**src/rtl/hsc_pkg.sv**
```systemverilog
// Package for the heading steering controller.
// Holds the controller/datapath command types, state encoding and CORDIC constants.
// No dependencies.
package hsc_pkg;

   localparam int FRAC_BITS   = 16;
   localparam int ZW          = 36;
   localparam int RW          = 50;
   localparam int CNT_W       = 5;
   localparam int TABLE_LEN   = 24;
   localparam int WRAP_STEPS  = 16;
   localparam int IDX_W       = 3;

   localparam logic signed [ZW-1:0] Q30_PI         = 36'sd3373259426;
   localparam logic signed [ZW-1:0] Q30_HALF_PI    = 36'sd1686629713;
   localparam logic signed [RW-1:0] Q30_TWO_PI     = 50'sd6746518852;
   localparam longint               Q30_QUARTER_PI = 64'd843314857;

   localparam logic [IDX_W-1:0] CSR_MODE  = 3'd0;
   localparam logic [IDX_W-1:0] CSR_PROP  = 3'd1;
   localparam logic [IDX_W-1:0] CSR_DERIV = 3'd2;
   localparam logic [IDX_W-1:0] CSR_WBASE = 3'd3;
   localparam logic [IDX_W-1:0] CSR_INVDT = 3'd4;

   typedef enum logic [3:0] {
      OP_NONE,
      OP_LOAD,
      OP_VEC_PRE,
      OP_VEC_STEP,
      OP_WRAP_PRE,
      OP_WRAP_STEP,
      OP_WRAP_FIN,
      OP_PD_RATE,
      OP_PD_MUL,
      OP_PD_SUM,
      OP_SIN_PRE,
      OP_ROT_STEP,
      OP_PP_MUL,
      OP_PP_FIN,
      OP_OUT
   } op_type;

   typedef struct packed {
      op_type           op;
      logic [CNT_W-1:0] idx;
   } cmd_type;

   typedef struct packed {
      logic mode;
   } status_type;

   typedef enum logic [3:0] {
      ST_IDLE,
      ST_VEC_PRE,
      ST_VEC,
      ST_WRAP_PRE,
      ST_WRAP,
      ST_WRAP_FIN,
      ST_PD_RATE,
      ST_PD_MUL,
      ST_PD_SUM,
      ST_SIN_PRE,
      ST_SIN,
      ST_PP_MUL,
      ST_VEC2,
      ST_PP_FIN,
      ST_DONE
   } state_type;

   function automatic logic [29:0] atan_q30(input logic [CNT_W-1:0] i);
      logic [29:0] v;
      case (i)
         5'd0:    v = 30'd843314857;
         5'd1:    v = 30'd497837829;
         5'd2:    v = 30'd263043837;
         5'd3:    v = 30'd133525159;
         5'd4:    v = 30'd67021687;
         5'd5:    v = 30'd33543516;
         5'd6:    v = 30'd16775851;
         5'd7:    v = 30'd8388437;
         5'd8:    v = 30'd4194283;
         5'd9:    v = 30'd2097149;
         5'd10:   v = 30'd1048576;
         5'd11:   v = 30'd524288;
         5'd12:   v = 30'd262144;
         5'd13:   v = 30'd131072;
         5'd14:   v = 30'd65536;
         5'd15:   v = 30'd32768;
         5'd16:   v = 30'd16384;
         5'd17:   v = 30'd8192;
         5'd18:   v = 30'd4096;
         5'd19:   v = 30'd2048;
         5'd20:   v = 30'd1024;
         5'd21:   v = 30'd512;
         5'd22:   v = 30'd256;
         5'd23:   v = 30'd128;
         default: v = 30'd0;
      endcase
      return v;
   endfunction

endpackage

```
**src/rtl/hsc_ctrl.sv**
```systemverilog
// Sequencer for the heading steering controller.
// Issues datapath commands and owns the handshakes; depends on hsc_pkg.
module hsc_ctrl #(
   parameter int CORDIC_STEPS = 16
) (
   input  logic                clock,
   input  logic                reset,
   input  logic                req_valid,
   output logic                req_stall,
   output logic                rsp_valid,
   input  logic                rsp_stall,
   input  hsc_pkg::status_type status,
   output hsc_pkg::cmd_type    cmd
);
   import hsc_pkg::*;

   localparam int NSTEP = (CORDIC_STEPS < TABLE_LEN) ? CORDIC_STEPS : TABLE_LEN;
   localparam logic [CNT_W-1:0] CORDIC_LAST = CNT_W'(NSTEP - 1);
   localparam logic [CNT_W-1:0] WRAP_LAST   = CNT_W'(WRAP_STEPS - 1);

   state_type        state_ff, state_in;
   logic [CNT_W-1:0] cnt_ff, cnt_in;
   logic             rsp_valid_ff, rsp_valid_in;
   logic             out_load;

   always_comb begin
      state_in = state_ff;
      case (state_ff)
         ST_IDLE:     if (req_valid) state_in = ST_VEC_PRE;
         ST_VEC_PRE:  state_in = ST_VEC;
         ST_VEC:      if (cnt_ff == CORDIC_LAST) state_in = ST_WRAP_PRE;
         ST_WRAP_PRE: state_in = ST_WRAP;
         ST_WRAP:     if (cnt_ff == WRAP_LAST) state_in = ST_WRAP_FIN;
         ST_WRAP_FIN: state_in = status.mode ? ST_SIN_PRE : ST_PD_RATE;
         ST_PD_RATE:  state_in = ST_PD_MUL;
         ST_PD_MUL:   state_in = ST_PD_SUM;
         ST_PD_SUM:   state_in = ST_DONE;
         ST_SIN_PRE:  state_in = ST_SIN;
         ST_SIN:      if (cnt_ff == CORDIC_LAST) state_in = ST_PP_MUL;
         ST_PP_MUL:   state_in = ST_VEC2;
         ST_VEC2:     if (cnt_ff == CORDIC_LAST) state_in = ST_PP_FIN;
         ST_PP_FIN:   state_in = ST_DONE;
         ST_DONE:     if (!rsp_valid_ff || !rsp_stall) state_in = ST_IDLE;
         default:     state_in = ST_IDLE;
      endcase
   end

   always_comb begin
      cmd.op   = OP_NONE;
      cmd.idx  = cnt_ff;
      out_load = 1'b0;
      case (state_ff)
         ST_IDLE:     if (req_valid) cmd.op = OP_LOAD;
         ST_VEC_PRE:  cmd.op = OP_VEC_PRE;
         ST_VEC:      cmd.op = OP_VEC_STEP;
         ST_WRAP_PRE: cmd.op = OP_WRAP_PRE;
         ST_WRAP:     cmd.op = OP_WRAP_STEP;
         ST_WRAP_FIN: cmd.op = OP_WRAP_FIN;
         ST_PD_RATE:  cmd.op = OP_PD_RATE;
         ST_PD_MUL:   cmd.op = OP_PD_MUL;
         ST_PD_SUM:   cmd.op = OP_PD_SUM;
         ST_SIN_PRE:  cmd.op = OP_SIN_PRE;
         ST_SIN:      cmd.op = OP_ROT_STEP;
         ST_PP_MUL:   cmd.op = OP_PP_MUL;
         ST_VEC2:     cmd.op = OP_VEC_STEP;
         ST_PP_FIN:   cmd.op = OP_PP_FIN;
         ST_DONE: begin
            if (!rsp_valid_ff || !rsp_stall) begin
               cmd.op   = OP_OUT;
               out_load = 1'b1;
            end
         end
         default:     cmd.op = OP_NONE;
      endcase
   end

   always_comb begin
      cnt_in = '0;
      if ((state_ff == ST_VEC || state_ff == ST_WRAP || state_ff == ST_SIN ||
           state_ff == ST_VEC2) && state_in == state_ff) begin
         cnt_in = cnt_ff + 1'b1;
      end
      rsp_valid_in = rsp_valid_ff;
      if (out_load) begin
         rsp_valid_in = 1'b1;
      end else if (!rsp_stall) begin
         rsp_valid_in = 1'b0;
      end
   end

   always_ff @(posedge clock) begin
      if (reset) begin
         state_ff     <= ST_IDLE;
         cnt_ff       <= '0;
         rsp_valid_ff <= 1'b0;
      end else begin
         state_ff     <= state_in;
         cnt_ff       <= cnt_in;
         rsp_valid_ff <= rsp_valid_in;
      end
   end

   assign req_stall = (state_ff != ST_IDLE);
   assign rsp_valid = rsp_valid_ff;

endmodule

```
**config.mk**
```make
export PLATFORM = sky130hd
export DESIGN_NAME = hsc_ctrl
export DESIGN_NICKNAME = d
export VERILOG_FILES = /design/src/rtl/hsc_pkg.sv /design/src/rtl/hsc_ctrl.sv
export SDC_FILE = /design/constraint.sdc
export NUM_CORES = 1
export LEC_CHECK = 0
export ABC_AREA = 0
export BUFFER_PORTS_ARGS = -buffer_cell sky130_fd_sc_hd__buf_4
export CAP_MARGIN = 30
export CORE_MARGIN = 2
export CORE_UTILIZATION = 50
export DETAILED_ROUTE_END_ITERATION = 7
export PLACE_DENSITY_LB_ADDON = 0.2
export SLEW_MARGIN = 10
export SYNTH_ARGS = -nofsm -noshare
export SYNTH_HDL_FRONTEND = slang
export SYNTH_SLANG_ARGS = --single-unit
```
**constraint.sdc**
```tcl
create_clock -name clock -period 2.7 [get_ports clock]
set_input_delay 0.135 -clock clock [delete_from_list [all_inputs] [get_ports clock]]
set_output_delay 0.135 -clock clock [all_outputs]
set_load 0.005 [all_outputs]
```
; ---- After elaboration in Yosys (flattened, before gate mapping)
; Index checks and enable logic that the tools add are counted.
[classes]
addsub = 1
multipliers = 0
div = 0
n_lt_le_gt_ge = 0
n_eq_ne = 17
n_shift = 0
muxes = 15
n_bitwise = 1
reduce_logical = 12
[ops]
columns = operator, count
row1 = $pmux W4 S14, 2
row2 = $mux W4, 8
row3 = $eq A4 B4 Y1 const B, 7
row4 = $eq A4 B3 Y1 const B, 4
row5 = $eq A4 B2 Y1 const B, 2
row6 = $reduce_or A2 Y1, 3
row7 = $add A5 B1 Y5 const B, 1
row8 = $eq A5 B4 Y1 const B, 1
row9 = $mux W1, 5
row10 = $eq A4 B1 Y1 const B, 1
row11 = $eq A4 B4 Y1, 1
row12 = $logic_not A4 Y1, 1
row13 = $logic_or A1 B1 Y1, 4
row14 = $reduce_bool A4 Y1, 1
row15 = $logic_not A1 Y1, 2
row16 = $ne A2 B1 Y1 const B, 1
row17 = $logic_and A1 B1 Y1, 1
row18 = $not A1 Y1, 1
[totals]
register_bits = 10
latch_bits = 0
mem_bits_rw = 0
rom_bits = 0
output_inout_bits = 11
word_cells = 49
mem_count = 0

; ---- Depth between registers and ports, before layout
; Gate-level depths: netlist (run 1).
[logic_depth]
ltp_word = 8
mapped_depth = 7

; ---- Worst setup path after synthesis (run 1)
; Ideal clock, no wire load.
[synth_timing]
path_type = reg2reg
start = register cnt_ff[0]
end = register cnt_ff[2]
setup_ps = 62
arrival_time_ps = 1775
t_required_ps = 2638
slack_ps = 863
stages_incl_launch_ff = 8
n_path_buf = 0
path_cell_list = dfxtp_1 > ha_1 > and3_1 > ha_1 > or2b_1 > a221oi_2 > or4_4 > nor2_2
[synth_via]
elab_chain_len = 7
[synth_lines]
columns = element, line
row1 = start: declaration, hsc_ctrl.sv:22  ; logic [CNT_W-1:0] cnt_ff, cnt_in;
row2 = start signal: assignment, hsc_ctrl.sv:98  ; cnt_ff <= cnt_in;
row3 = $eq A5 B4 Y1, -
row4 = $mux W4 (on tied branches), -
row5 = $pmux W4 S14, hsc_ctrl.sv:28  ; case (state_ff)
row6 = $eq A4 B4 Y1, hsc_ctrl.sv:80  ; state_ff == ST_VEC2) && state_in == state_ff) begin
row7 = $logic_and A1 B1 Y1, hsc_ctrl.sv:80
row8 = $not A1 Y1 (no source line), -
row9 = $reduce_or A2 Y1 (no source line), -
; Several ways; a longest one is shown, not always the timed one.
; A chain may end at the register's enable or synchronous reset.

; ---- Final worst setup path (run 1)
; Same ends and word-level chain as after synthesis.

==> metrics, run 1 <==
status=complete, no violations; max-slew violations=0; Max stage delay on crit path=0.57 ns; RSZ-0062 raised after global routing=no; PnR worst setup slack=0.785 ns; Mapped Cells=83; IO Count=16; CP Depth=7; Avg Inst Size Synth=8.10 um2; die area=1650 um2; Final Cycle Share=0.709; Vias=599; P per Cell Area=437 nW/um2; fin nets=103; Remaining Overflow, GRT=0; routed len/inst=11.8 um; Clock Power Share=0.274; vias per cell=5.50; most common cell after layout, fill and taps aside=buf_4; die width=40.7 um; Tightest Pin Transition=0.680 ns; Layout area overhead=16.6%; synth warn=0; Mapped Area=672 um2; # setup viols final=0; RD Place Congestion=0.736; share of layout cells above drive strength 1=0.298; leakage=0.318 nW; post-route ant nets=0; combinational power share=0.217; Initial Util=0.523; CP Cell Sequence=ha_1 -> and3_1 -> ha_1 -> or2b_1 -> a221oi_2 -> or4_4 -> nor2_2; hold_buf cts=0; clock sinks=10; Setup crit start=cnt_ff[0]; drt drc=0; Final Hold Viols=0; cell family with most CP delay=simple AND/OR/NAND/NOR gates; Iter 0 DRT Violations=10; Num CTS Buffers=3; Sw Share=0.279; Reg power frac=0.509; path type of the worst setup path=reg -> reg; sequential share of the synthesized area=0.298; Final HPWL DP=917 um; Max Cap Violations=0; largest net degree at the start of global routing=22; #FFs+latches synth=10; Hold Path Stages=2; WP buf/inv=0; r2r worst-path depth=7; syn nets=90; Post-Layout Inst Area=783 um2; Cell variety after synth=38; Fin Setup TNS=0 ns; critical path required time=2.90 ns; first-pass GRT wire length=2050 um; WHS=0.0974 ns; fmax=0.522 GHz; Clock Skew=0.00372 ns; switching power=0.0955 mW; row count=13; initial antenna violation count=0; Worst EP arrival=2.12 ns; setup slack after placement=0.776 ns; worst r2r src=cnt_ff[0]; Worst path slowest cell=or4_4; clk slew on worst S/H paths=0.06 ns; clock latency on the worst-skew pair=0.26 ns; Clock Tree Buf Depth=2; CP Max Fanout=5; CP Capture Type=register; minimum clock period after layout=1.92 ns; Buffers on Ports=15; CTS tree=built; Die Y=40.7 um; HP Class=in -> reg; WL final=1290 um; Placed Area=761 um2; most frequent cell on the critical path=ha_1; H-Tree Depth=1; Min-Delay Startpoint=reset; Post-CTS Resized=0; Int Pwr=0.247 mW; startpoint types=register; Overall Power=0.342 mW; most frequent cells in the layout=15 x buf_4, 10 x dfxtp_1, 8 x a21oi_1; drt pass-1 iters=4; vias in the first global route=478; relative slew slack=0.546; peak supply drop=0.000328 V; CTS root buf=clkbuf_4; Total Routing Usage GR=0.193; setup bufs post-CTS=0; core area=1280 um2; ant diodes=0
==> state kept, by name, summed over array words and instances (netlist names) <==
| name | count |
|---|---|
| cnt_ff | 5 |
| state_ff | 4 |
| rsp_valid | 1 |
==> layout make-up <==
class                   count  area (um2)
flip-flops and latches     10         200
well taps                  15        18.8
inverters                   3        11.3
clock buffers               3        22.5
repair buffers             15         113
fillers                   125         502
multi-input cells          63         418
==> cells in the mapped netlist <==
master    instances  area (um2)
dfxtp_1          10         200
a21oi_1           8        40.0
nor2_1            5        18.8
nor2_2            5        31.3
buf_2             4        20.0
nand2_1           4        15.0
a31oi_1           3        18.8
inv_1             3        11.3
o21ai_0           3        15.0
o21ai_1           3        15.0
a21o_1            2        15.0
and3_1            2        12.5
ha_1              2        25.0
nand2b_1          2        12.5
nand3_1           2        10.0
o211ai_1          2        15.0
xnor2_1           2        17.5
a211o_1           1        8.76
a211oi_1          1        7.51
a21bo_2           1        10.0
a21oi_2           1        8.76
a221oi_1          1        8.76
a221oi_2          1        15.0
a22o_1            1        8.76
buf_4             1        7.51
buf_6             1        11.3
clkbuf_1          1        3.75
mux2_2            1        11.3
nand3b_1          1        7.51
nand4b_1          1        8.76
nor2b_1           1        6.26
nor3_1            1        5.00
o31ai_1           1        7.51
or2_1             1        6.26
or2b_1            1        7.51
or3b_1            1        8.76
or4_4             1        11.3
xor2_1            1        8.76
==> cells by family after synthesis <==
family,after synthesis,share of synthesized area
fa+ha+maj,2,0.0372
flops,10,0.298
xor+xnor,3,0.0391
simple gates,28,0.240
buf+inv,10,0.0801
mux,1,0.0168
compound gates,29,0.289
==> power groups by stage <==
stage | clock network [mW] | registers [mW] | logic (mW)
after floorplan | 0 | 0.159 | 0.0683
after detailed placement | 0 | 0.177 | 0.0741
final | 0.0938 | 0.174 | 0.0743
after CTS | 0.0986 | 0.174 | 0.0746
after global placement | 0 | 0.177 | 0.0738
after global routing | 0.107 | 0.176 | 0.0840
==> metal layers <==
| layer | GRT usage | vias up | share of wire |
|---|---|---|---|
| li1 | - | 320 | - |
| met1 | 0.279 | 265 | 0.53 |
| met2 | 0.246 | 14 | 0.41 |
| met3 | 0.0978 | 0 | 0.056 |
| met4 | 0.0500 | 0 | 0 |
| met5 | 0 | - | 0 |
==> path summary, 6_finish.rpt <==
path	to	slack, ns
setup / recovery	cnt_ff[2]	0.78
hold / removal	state_ff[2]	0.1
setup reg to reg	cnt_ff[2]	0.78
hold reg to reg	cnt_ff[0]	0.47
==> stage by stage <==
stage / utilization / cells
after global placement: 0.592 / 106
final: 0.610 / 109
after floorplan: - / 83
after detailed placement: 0.592 / 106
after global routing: 0.610 / 109
after CTS: 0.610 / 109
Note: power is estimated with default switching activity, not from simulation.
==> inputs of run 2 (changes only) <==
- clock period: 2.7 -> 2 ns (I/O delays scaled with it)
==> run 2 against run 1 <==
Compared with the run above:
- final cell count increased by 2.8%
- register-to-register slack got worse by 0.70 ns
- critical endpoint is now cnt_ff[3]
- sequential share of layout area decreased by 0.68 points
- fmax increased by 0.11%
- first-iteration DRC count decreased by 10%
- design area increased by 3.4%
- sequential power increased by 30%
- critical path depth unchanged
- power increased by 36%
==> metrics, run 2 (synthesis results as in run 1) <==
RSZ-0062 raised after global routing=no; share of layout cells above drive strength 1=0.340; Layout area overhead=20.5%; startpoint types=register; H-Tree Depth=1; vias in the first global route=458; CP Capture Type=register; clock sinks=10; Total Routing Usage GR=0.180; reg2reg end=cnt_ff[3]; peak supply drop=0.000444 V; filler instances=127; hold_buf cts=0; most frequent cells in the layout=18 x buf_4, 9 x dfxtp_1, 8 x a21oi_1; setup slack after placement=0.0815 ns; Initial Util=0.523; P per Cell Area=574 nW/um2; Top reg by flops=cnt_ff; critical path required time=2.19 ns; post-route ant nets=0; CP Max Fanout=5; clk slew on worst S/H paths=0.05 ns; fmax=0.523 GHz; die area=1650 um2; PnR worst setup slack=0.0870 ns; leakage=0.332 nW; most common cell after layout, fill and taps aside=buf_4; drt pass-1 iters=4; RD Place Congestion=0.743; Final Cycle Share=0.957; Worst EP arrival=2.11 ns; vias per cell=5.63; WL final=1320 um; Hold Path Stages=2; Iter 0 DRT Violations=9; setup bufs post-CTS=0; CTS root buf=clkbuf_4; FF/Latch Area=201 um2; Num CTS Buffers=3; relative slew slack=0.581; IO Count=16; die width=40.7 um; CTS tree=built; ant diodes=0; initial antenna violation count=0; # setup viols final=0; core area=1280 um2; WHS=0.0627 ns; Clock Skew=0.00148 ns; first-pass GRT wire length=1930 um; Buffers on Ports=15; Die Y=40.7 um; r2r worst-path depth=7; Clock Tree Buf Depth=2; routed len/inst=11.7 um; Remaining Overflow, GRT=0; status=complete, no violations; drt drc=0; minimum clock period after layout=1.91 ns; Vias=631; fin nets=106; Final Hold Viols=0; Fin Setup TNS=0 ns; worst r2r src=cnt_ff[0]; Max Cap Violations=0; Min-Delay Startpoint=reset; Post-CTS Resized=0; Overall Power=0.465 mW; max-slew violations=0; Placed Area=783 um2; path type of the worst setup path=reg -> reg; R2R setup slack=0.09 ns; Post-Layout Inst Area=810 um2; Largest register FFs=5; Multi-input gate area=420 um2; Tightest Pin Transition=0.627 ns; Final HPWL DP=988 um; WHS Endpoint=state_ff[2]; largest net degree at the start of global routing=22; clock latency on the worst-skew pair=0.25 ns; row count=13; HP Class=in -> reg
## run 2: cell types whose count changed in the layout (fill, tap and decap cells not counted)
cell / previous run / this run
dfxtp_1: 10 / 9
dfxtp_2: 0 / 1
buf_4: 15 / 18
ha_1: 2 / 1
ha_2: 0 / 1
## run 2: final cells by class
cell class	instances	share of cell area
multi-input combinational	63	0.519
sequential	10	0.249
timing repair buffer	18	0.167
clock buffer	3	0.0278
tap	15	0.0232
inverter	3	0.0139
## run 2: through the flow
step	utilization	cells
after floorplan	-	83
after CTS	0.627	112
after detailed placement	0.610	109
final	0.630	112
after global routing	0.630	112
after global placement	0.610	109
## run 2: report_power, final
group / switching (mW) / leakage, nW / total, mW / internal, mW
clock network: 0.0551 / 0.0138 / 0.124 / 0.0687
logic: 0.0518 / 0.236 / 0.114 / 0.0620
registers: 0.0209 / 0.0815 / 0.227 / 0.206
total: 0.128 / 0.332 / 0.465 / 0.337
## run 2: how the worst max path moves through the flow
stage          startpoint  cells past startpoint  slack [ns]         to
2_1_floorplan   cnt_ff[0]                      7        0.16  cnt_ff[2]
3_3_place_gp    cnt_ff[0]                      7        0.12  cnt_ff[2]
5_1_grt         cnt_ff[0]                      7        0.01  cnt_ff[2]
6_report        cnt_ff[0]                      7        0.09  cnt_ff[3]
4_1_cts         cnt_ff[0]                      7        0.06  cnt_ff[3]
3_5_place_dp    cnt_ff[0]                      7        0.08  cnt_ff[2]
## run 2: layer usage
layer  track usage  share of wire
met5             0              0
met4        0.0250              0
met3        0.0815          0.042
met2         0.246           0.44
met1         0.262           0.51
## run 2: worst max-delay path, stage by stage (launching register included)
cell and delay, ns:
dfxtp_2 0.33, ha_2 0.19, and3_1 0.18, ha_1 0.20
or2b_1 0.17, a221oi_2 0.07, or4_4 0.60, nor2_2 0.12
